[config.mk]
export PLATFORM = sky130hd
export DESIGN_NAME = pid_servo_position_controller
export DESIGN_NICKNAME = d
export VERILOG_FILES = /design/src/rtl/pid_pkg.sv /design/src/rtl/pid_err_stage.sv /design/src/rtl/pid_mult_stage.sv /design/src/rtl/pid_out_stage.sv /design/src/rtl/pid_servo_position_controller.sv
export SDC_FILE = /design/constraint.sdc
export NUM_CORES = 2
export LEC_CHECK = 0
export ABC_AREA = 1
export BUFFER_PORTS_ARGS = -buffer_cell sky130_fd_sc_hd__buf_2
export CORE_MARGIN = 3
export CORE_UTILIZATION = 50
export CTS_BUF_LIST = sky130_fd_sc_hd__clkbuf_16
export DETAILED_ROUTE_END_ITERATION = 6
export PLACE_DENSITY = 0.64
export SYNTH_ARGS = -nofsm -noshare
export SYNTH_HDL_FRONTEND = slang
export SYNTH_SLANG_ARGS = --single-unit
[constraint.sdc]
create_clock -name clk -period 11.3 [get_ports clk]
set_clock_uncertainty 0.2 [all_clocks]
set_input_delay 1.13 -clock clk [delete_from_list [all_inputs] [get_ports clk]]
set_output_delay 1.13 -clock clk [all_outputs]
set_load 0.03 [all_outputs]
[src/rtl/pid_pkg.sv]
// Package: widths, constants and shared types of the PID servo controller.
package pid_pkg;

  localparam int SAMPLE_BITS   = 10;
  localparam int INTEGRAL_BITS = 24;
  localparam int SETPOINT_BITS = 10;
  localparam int GAIN_BITS     = 12;
  localparam int DRIVE_BITS    = 10;
  localparam int SERVO_BITS    = 8;

  localparam int ERR_BITS  = ((SAMPLE_BITS > SETPOINT_BITS) ? SAMPLE_BITS : SETPOINT_BITS) + 1;
  localparam int DIFF_BITS = ERR_BITS + 1;
  localparam int INT_SHIFT = 6;
  localparam int ERR_SH_BITS = ERR_BITS - INT_SHIFT;
  localparam int OUT_SHIFT = 2;

  localparam int P_BITS = GAIN_BITS + 1 + ERR_BITS;
  localparam int D_BITS = GAIN_BITS + 1 + DIFF_BITS;
  localparam int I_BITS = GAIN_BITS + 1 + INTEGRAL_BITS;
  localparam int SUM_BITS =
    ((INTEGRAL_BITS > DIFF_BITS) ? INTEGRAL_BITS : DIFF_BITS) + GAIN_BITS + 3;

  localparam logic [DRIVE_BITS-1:0] DRIVE_MAX  = 10'd1023;
  localparam logic [SERVO_BITS-1:0] SERVO_BASE = 8'd50;

  // drive / 10 as (drive * 205) >> 11, exact for drive below 1029
  localparam int DIV_MUL_BITS = 8;
  localparam logic [DIV_MUL_BITS-1:0] DIV_MUL = 8'd205;
  localparam int DIV_SHIFT = 11;
  localparam int QP_BITS   = DRIVE_BITS + DIV_MUL_BITS;

  localparam int CFG_IDX_BITS  = 2;
  localparam int CFG_DATA_BITS = GAIN_BITS;

  typedef enum logic [CFG_IDX_BITS-1:0] {
    REG_SETPOINT = 2'd0,
    REG_KP       = 2'd1,
    REG_KD       = 2'd2,
    REG_KI       = 2'd3
  } reg_index_t;

  typedef struct packed {
    logic [GAIN_BITS-1:0] kp;
    logic [GAIN_BITS-1:0] kd;
    logic [GAIN_BITS-1:0] ki;
  } gains_t;

  typedef struct packed {
    logic signed [ERR_BITS-1:0]      error;
    logic signed [DIFF_BITS-1:0]     diff;
    logic signed [INTEGRAL_BITS-1:0] integral;
  } err_t;

  typedef struct packed {
    logic signed [P_BITS-1:0] p;
    logic signed [D_BITS-1:0] d;
    logic signed [I_BITS-1:0] i;
  } prod_t;

endpackage

[src/rtl/pid_err_stage.sv]
// Input stage: error, saturating integral and error change; holds loop state.
module pid_err_stage import pid_pkg::*; (
  input  logic                     clk,
  input  logic                     rst,
  input  logic                     in_valid,
  output logic                     in_ready,
  input  logic [SAMPLE_BITS-1:0]   sample,
  input  logic [SETPOINT_BITS-1:0] setpoint,
  output logic                     out_valid,
  input  logic                     out_ready,
  output err_t                     out_data
);

  localparam logic signed [INTEGRAL_BITS-1:0] ACC_MAX = {1'b0, {(INTEGRAL_BITS-1){1'b1}}};
  localparam logic signed [INTEGRAL_BITS-1:0] ACC_MIN = {1'b1, {(INTEGRAL_BITS-1){1'b0}}};

  logic signed [ERR_BITS-1:0]      error;
  logic signed [ERR_BITS-1:0]      last_error;
  logic signed [ERR_SH_BITS-1:0]   err_shifted;
  logic signed [DIFF_BITS-1:0]     diff;
  logic signed [INTEGRAL_BITS:0]   acc_wide;
  logic signed [INTEGRAL_BITS-1:0] integral_sum;
  logic signed [INTEGRAL_BITS-1:0] integral_next;

  assign in_ready = !out_valid || out_ready;

  always_comb begin
    error       = $signed(ERR_BITS'(setpoint) - ERR_BITS'(sample));
    err_shifted = error[ERR_BITS-1:INT_SHIFT];
    diff        = $signed({error[ERR_BITS-1], error})
                - $signed({last_error[ERR_BITS-1], last_error});
    acc_wide    = $signed({integral_sum[INTEGRAL_BITS-1], integral_sum})
                + $signed({{(INTEGRAL_BITS+1-ERR_SH_BITS){err_shifted[ERR_SH_BITS-1]}},
                           err_shifted});
    if (acc_wide[INTEGRAL_BITS] != acc_wide[INTEGRAL_BITS-1]) begin
      integral_next = acc_wide[INTEGRAL_BITS] ? ACC_MIN : ACC_MAX;
    end else begin
      integral_next = acc_wide[INTEGRAL_BITS-1:0];
    end
  end

  always_ff @(posedge clk) begin
    if (rst) begin
      out_valid    <= 1'b0;
      last_error   <= '0;
      integral_sum <= '0;
    end else begin
      if (in_ready) begin
        out_valid <= in_valid;
      end
      if (in_valid && in_ready) begin
        last_error   <= error;
        integral_sum <= integral_next;
      end
    end
  end

  always_ff @(posedge clk) begin
    if (in_valid && in_ready) begin
      out_data.error    <= error;
      out_data.diff     <= diff;
      out_data.integral <= integral_next;
    end
  end

endmodule

[src/rtl/pid_mult_stage.sv]
// Multiply stage: the three gain products, registered.
module pid_mult_stage import pid_pkg::*; (
  input  logic   clk,
  input  logic   rst,
  input  logic   in_valid,
  output logic   in_ready,
  input  err_t   in_data,
  input  gains_t gains,
  output logic   out_valid,
  input  logic   out_ready,
  output prod_t  out_data
);

  logic signed [P_BITS-1:0] p;
  logic signed [D_BITS-1:0] d;
  logic signed [I_BITS-1:0] i;

  assign in_ready = !out_valid || out_ready;

  always_comb begin
    p = $signed({1'b0, gains.kp}) * in_data.error;
    d = $signed({1'b0, gains.kd}) * in_data.diff;
    i = $signed({1'b0, gains.ki}) * in_data.integral;
  end

  always_ff @(posedge clk) begin
    if (rst) begin
      out_valid <= 1'b0;
    end else if (in_ready) begin
      out_valid <= in_valid;
    end
  end

  always_ff @(posedge clk) begin
    if (in_valid && in_ready) begin
      out_data.p <= p;
      out_data.d <= d;
      out_data.i <= i;
    end
  end

endmodule

[src/rtl/pid_out_stage.sv]
// Output stages: sum, shift and clamp to drive, then servo position and result register.
module pid_out_stage import pid_pkg::*; (
  input  logic                  clk,
  input  logic                  rst,
  input  logic                  in_valid,
  output logic                  in_ready,
  input  prod_t                 in_data,
  output logic                  out_valid,
  input  logic                  out_ready,
  output logic [DRIVE_BITS-1:0] out_drive,
  output logic [SERVO_BITS-1:0] out_servo
);

  logic signed [SUM_BITS-1:0] sum;
  logic [DRIVE_BITS-1:0]      drive_next;
  logic [DRIVE_BITS-1:0]      drive;
  logic                       drive_valid;
  logic                       drive_ready;
  logic [QP_BITS-1:0]         quot_prod;
  logic [SERVO_BITS-1:0]      servo_next;

  assign drive_ready = !out_valid || out_ready;
  assign in_ready    = !drive_valid || drive_ready;

  always_comb begin
    sum = SUM_BITS'(in_data.p) + SUM_BITS'(in_data.d) + SUM_BITS'(in_data.i);
    if (sum[SUM_BITS-1]) begin
      drive_next = '0;
    end else if (|sum[SUM_BITS-2:DRIVE_BITS+OUT_SHIFT]) begin
      drive_next = DRIVE_MAX;
    end else begin
      drive_next = sum[DRIVE_BITS+OUT_SHIFT-1:OUT_SHIFT];
    end
  end

  always_comb begin
    quot_prod  = QP_BITS'(drive) * QP_BITS'(DIV_MUL);
    servo_next = SERVO_BASE + SERVO_BITS'(quot_prod[QP_BITS-1:DIV_SHIFT]);
  end

  always_ff @(posedge clk) begin
    if (rst) begin
      drive_valid <= 1'b0;
      out_valid   <= 1'b0;
    end else begin
      if (in_ready) begin
        drive_valid <= in_valid;
      end
      if (drive_ready) begin
        out_valid <= drive_valid;
      end
    end
  end

  always_ff @(posedge clk) begin
    if (in_valid && in_ready) begin
      drive <= drive_next;
    end
    if (drive_valid && drive_ready) begin
      out_drive <= drive;
      out_servo <= servo_next;
    end
  end

endmodule

[src/rtl/pid_servo_position_controller.sv]
// Top level of the PID servo controller: config registers and the four-stage pipeline.
//
//  channel  | signals                                  | payload
//  ---------+------------------------------------------+------------------------------
//  input    | s_axis_tvalid/tready/tdata[15:0]         | sample[9:0]
//  output   | m_axis_tvalid/tready/tdata[23:0]         | drive[9:0], servo_position[17:10]
//  config   | wr_en, wr_index[1:0], wr_data[11:0]      | setpoint, kp, kd, ki
//
// One sample per cycle sustained while m_axis_tready holds; after its input transfer a result
// passes the error/integral stage (loaded at the transfer edge), then the multiply stage,
// the sum and clamp stage and the result register.
// rst is synchronous: clears the pipeline, previous error, integral and the config registers.
// A stalled output holds the result; the pipeline keeps filling until all four
// stages are full, and loop state advances on each input transfer.
module pid_servo_position_controller import pid_pkg::*; (
  input  logic                     clk,
  input  logic                     rst,
  input  logic                     s_axis_tvalid,
  output logic                     s_axis_tready,
  input  logic [15:0]              s_axis_tdata,   // [9:0] sample
  output logic                     m_axis_tvalid,
  input  logic                     m_axis_tready,
  output logic [23:0]              m_axis_tdata,   // [9:0] drive, [17:10] servo_position
  input  logic                     wr_en,
  input  logic [CFG_IDX_BITS-1:0]  wr_index,
  input  logic [CFG_DATA_BITS-1:0] wr_data
);

  logic [SETPOINT_BITS-1:0] setpoint;
  gains_t                   gains;

  logic                  err_valid;
  logic                  err_ready;
  err_t                  err_data;
  logic                  prod_valid;
  logic                  prod_ready;
  prod_t                 prod_data;
  logic [DRIVE_BITS-1:0] drive;
  logic [SERVO_BITS-1:0] servo_position;

  always_ff @(posedge clk) begin
    if (rst) begin
      setpoint <= '0;
      gains    <= '0;
    end else if (wr_en) begin
      case (reg_index_t'(wr_index))
        REG_SETPOINT: setpoint <= wr_data[SETPOINT_BITS-1:0];
        REG_KP:       gains.kp <= wr_data[GAIN_BITS-1:0];
        REG_KD:       gains.kd <= wr_data[GAIN_BITS-1:0];
        REG_KI:       gains.ki <= wr_data[GAIN_BITS-1:0];
        default: ;
      endcase
    end
  end

  pid_err_stage u_err (
    .clk       (clk),
    .rst       (rst),
    .in_valid  (s_axis_tvalid),
    .in_ready  (s_axis_tready),
    .sample    (s_axis_tdata[SAMPLE_BITS-1:0]),
    .setpoint  (setpoint),
    .out_valid (err_valid),
    .out_ready (err_ready),
    .out_data  (err_data)
  );

  pid_mult_stage u_mult (
    .clk       (clk),
    .rst       (rst),
    .in_valid  (err_valid),
    .in_ready  (err_ready),
    .in_data   (err_data),
    .gains     (gains),
    .out_valid (prod_valid),
    .out_ready (prod_ready),
    .out_data  (prod_data)
  );

  pid_out_stage u_out (
    .clk       (clk),
    .rst       (rst),
    .in_valid  (prod_valid),
    .in_ready  (prod_ready),
    .in_data   (prod_data),
    .out_valid (m_axis_tvalid),
    .out_ready (m_axis_tready),
    .out_drive (drive),
    .out_servo (servo_position)
  );

  assign m_axis_tdata = {6'd0, servo_position, drive};

endmodule

==> impl_metrics.json <==
{
  "outcome": "finished, final reports clean",
  "hold_viol": 0,
  "tns_ns": 0,
  "post_cts_buffers": 0,
  "die_x_um": 274,
  "syn_to_final_growth_pct": 5.22,
  "final_util_pct": 53.5,
  "synth.largest_area_cell": "fa_1",
  "max_freq_mhz": 158,
  "arrival_ns": 6.42,
  "hold_buffers": 0,
  "synth_area_um2": 35800,
  "vdd_drop_max_mv": 0.343,
  "path_buf_inv": 3,
  "drv_cap": 0,
  "drc_errors": 0,
  "slew_headroom_pct": 25.9,
  "vias": 26700,
  "rsz0062_at_grt": "false",
  "crit_type": "flop to flop",
  "min_period_ns": 6.33,
  "grt_max_degree": 65,
  "p_leak_nw": 20.8,
  "setup_viol_count_final": 0,
  "start_util_pct": 50.8,
  "drt_pass1_iterations": 5,
  "post-place-ws_ns": 4.98,
  "clk_path_buf_depth": 3,
  "synth_cell_types": 54,
  "io_buffers": 48,
  "r2r_slack_ns": 4.97,
  "wl_per_cell_um": 14.9,
  "yosys_warnings": 0,
  "crit_chain": "nand2_1, fa_1, fa_1, inv_1, fa_1, fa_1, inv_1, fa_1, inv_1, ha_1, a21oi_1, o21ai_0, o21bai_1, a221oi_1, o21ai_0, xor2_1",
  "drt_iter0_markers": 1484,
  "yosysMostFrequentCell": "inv_1",
  "synth_top_cell_area_share_pct": 28.3,
  "avgSynthCellArea_um2": 7.97,
  "viasPerCell": 4.93,
  "cts_resized": 0,
  "clk_pin_slew_ns": 0.07,
  "clk_latency_ns": 0.57,
  "synthFlopType": "edfxtp_1",
  "period_share_pct": 56.0,
  "die_area_um2": 74900,
  "worst_pin_slew_ns": 1.11,
  "cp.required_ns": 11.39,
  "antenna_found_initial": 0,
  "cts.sinks": 246,
  "ys_seq_elements": 246,
  "timing.final.ws_setup_ns": 4.97,
  "die_h_um": 274,
  "grt_overflow": 0,
  "syn_inst": 4496,
  "clockRootBuffer": "clkbuf_16",
  "ys_seq_area_share_pct": 18.2,
  "pin_count": 61,
  "layout.nets": 5354,
  "synth-edff-count": 161,
  "cts_tree": "yes",
  "hold_path.class": "flop to flop",
  "critPathTopFamily": "adder cells",
  "htreeDepth": 1,
  "startpoint_type": "flop",
  "synth_area_leaders": "fa_1, edfxtp_1, ha_1, inv_1, nand2_1",
  "critPathSlowestCell": "dfxtp_1",
  "hpwl_um": 67600,
  "cpMostUsedCell": "fa_1",
  "max_stage_delay_ns": 1.00,
  "critical_path.max_fanout": 25,
  "grt_use_total_pct": 22.3,
  "cts_buffers": 29,
  "rows": 97,
  "cp-end-kind": "flop",
  "grt_pass1_vias": 26900,
  "finalWirelength_um": 80600,
  "final_max_slew_viol_count": 0,
  "gp_congestion": 0.879,
  "drive_gt1_share_pct": 4.09,
  "antenna_cells": 0,
  "yosys-top-cells-count": "inv_1, nand2_1, fa_1, ha_1, nor2_1",
  "p_per_area_nw_per_um2": 269,
  "async_flop_share_pct": 0,
  "antenna_left": 0,
  "core_area_um2": 70500,
  "grt_pass1_wl_um": 137000
}
path summary, 6_finish.rpt:
kind	startpoint	end	cells past startpoint
hold reg to reg	gains[6]	gains[6]	2
hold / removal	gains[6]	gains[6]	2
setup reg to reg	gains[2]	u_mult.out_data[36]	16
setup / recovery	gains[2]	u_mult.out_data[36]	16
report_power, final:
group          total [mW]  switching [mW]  internal [mW]
clock network       0.918           0.383          0.535
logic                7.28            4.61           2.67
registers            1.93           0.431           1.49
layer usage:
| metal | routed length [µm] | global-route usage (%) | up-vias | share of wire, % |
|---|---|---|---|---|
| met5 | 0 | 0 | - | 0 |
| met4 | 1470 | 4.06 | 0 | 1.8 |
| met3 | 3640 | 2.36 | 77 | 4.5 |
| met2 | 36600 | 36.4 | 520 | 45 |
| met1 | 38900 | 32.5 | 12800 | 48 |
| li1 | - | - | 13300 | - |
through the flow:
step / power, mW / hold WS [ns] / std cells / cell area (µm²)
floorplan: 7.45 / 0.233 / 4501 / 35800
global placement: 9.11 / 0.234 / 5360 / 36800
CTS: 10.2 / 0.250 / 5412 / 37700
global route: 11.4 / 0.294 / 5412 / 37700
detailed placement: 9.21 / 0.240 / 5360 / 36800
finish: 10.1 / 0.248 / 5412 / 37700
cell type report:
| class | count | area [µm²] |
|---|---|---|
| timing repair buffer | 59 | 323 |
| tap | 940 | 1180 |
| multi-input combinational | 2921 | 24300 |
| fill | 6777 | 32800 |
| clock buffer | 29 | 726 |
| clock inverter | 23 | 201 |
| inverter | 1194 | 4480 |
| sequential | 246 | 6540 |
placed cells by master, fill, tap and decap left out, types with 13 or more instances in the layout:
| cell | instances |
|---|---|
| nand3_1 | 81 |
| a21oi_1 | 193 |
| a21o_1 | 16 |
| a31oi_1 | 13 |
| edfxtp_1 | 161 |
| fa_1 | 506 |
| nor3_1 | 16 |
| ha_1 | 362 |
| o21bai_1 | 13 |
| nand2_2 | 43 |
| buf_2 | 48 |
| xnor2_1 | 49 |
| nand4_1 | 16 |
| dfxtp_1 | 85 |
| o21ai_1 | 25 |
| inv_1 | 1194 |
| clkbuf_16 | 29 |
| nor2_1 | 261 |
| xor2_1 | 84 |
| o21ai_0 | 125 |
| nand2_1 | 1025 |
sequential cells by signal, summed over array words and instances, names as in the netlist:
signal,cells
u_err.out_valid,1
u_out.drive_valid,1
u_err.last_error,11
u_err.out_data,47
u_out.out_valid,1
u_mult.out_valid,1
u_out.out_drive,10
u_err.integral_sum,24
u_out.out_servo,8
u_mult.out_data,86
setpoint,10
gains,36
u_out.drive,10
tightest hold or removal path: stages (launching register included):
cell and delay [ns]:
dfxtp_1 0.31, inv_1 0.05, a21oi_1 0.05
cell families (layout without fill, tap and decap cells):
kind of cell / after synthesis / count (layout) / share of synthesized area [%]
and+or+nand+nor: 1493 / 1493 / 17.0
adders and majority gates: 868 / 868 / 40.9
other: 1 / 6 / 0.0105
DFF: 246 / 246 / 18.2
xor gates and xnor gates: 133 / 133 / 3.25
buffers and inverters: 1334 / 1305 / 14.1
AOI/OAI and AO/OA: 421 / 421 / 6.43
Power figures use the tool's default switching activity.
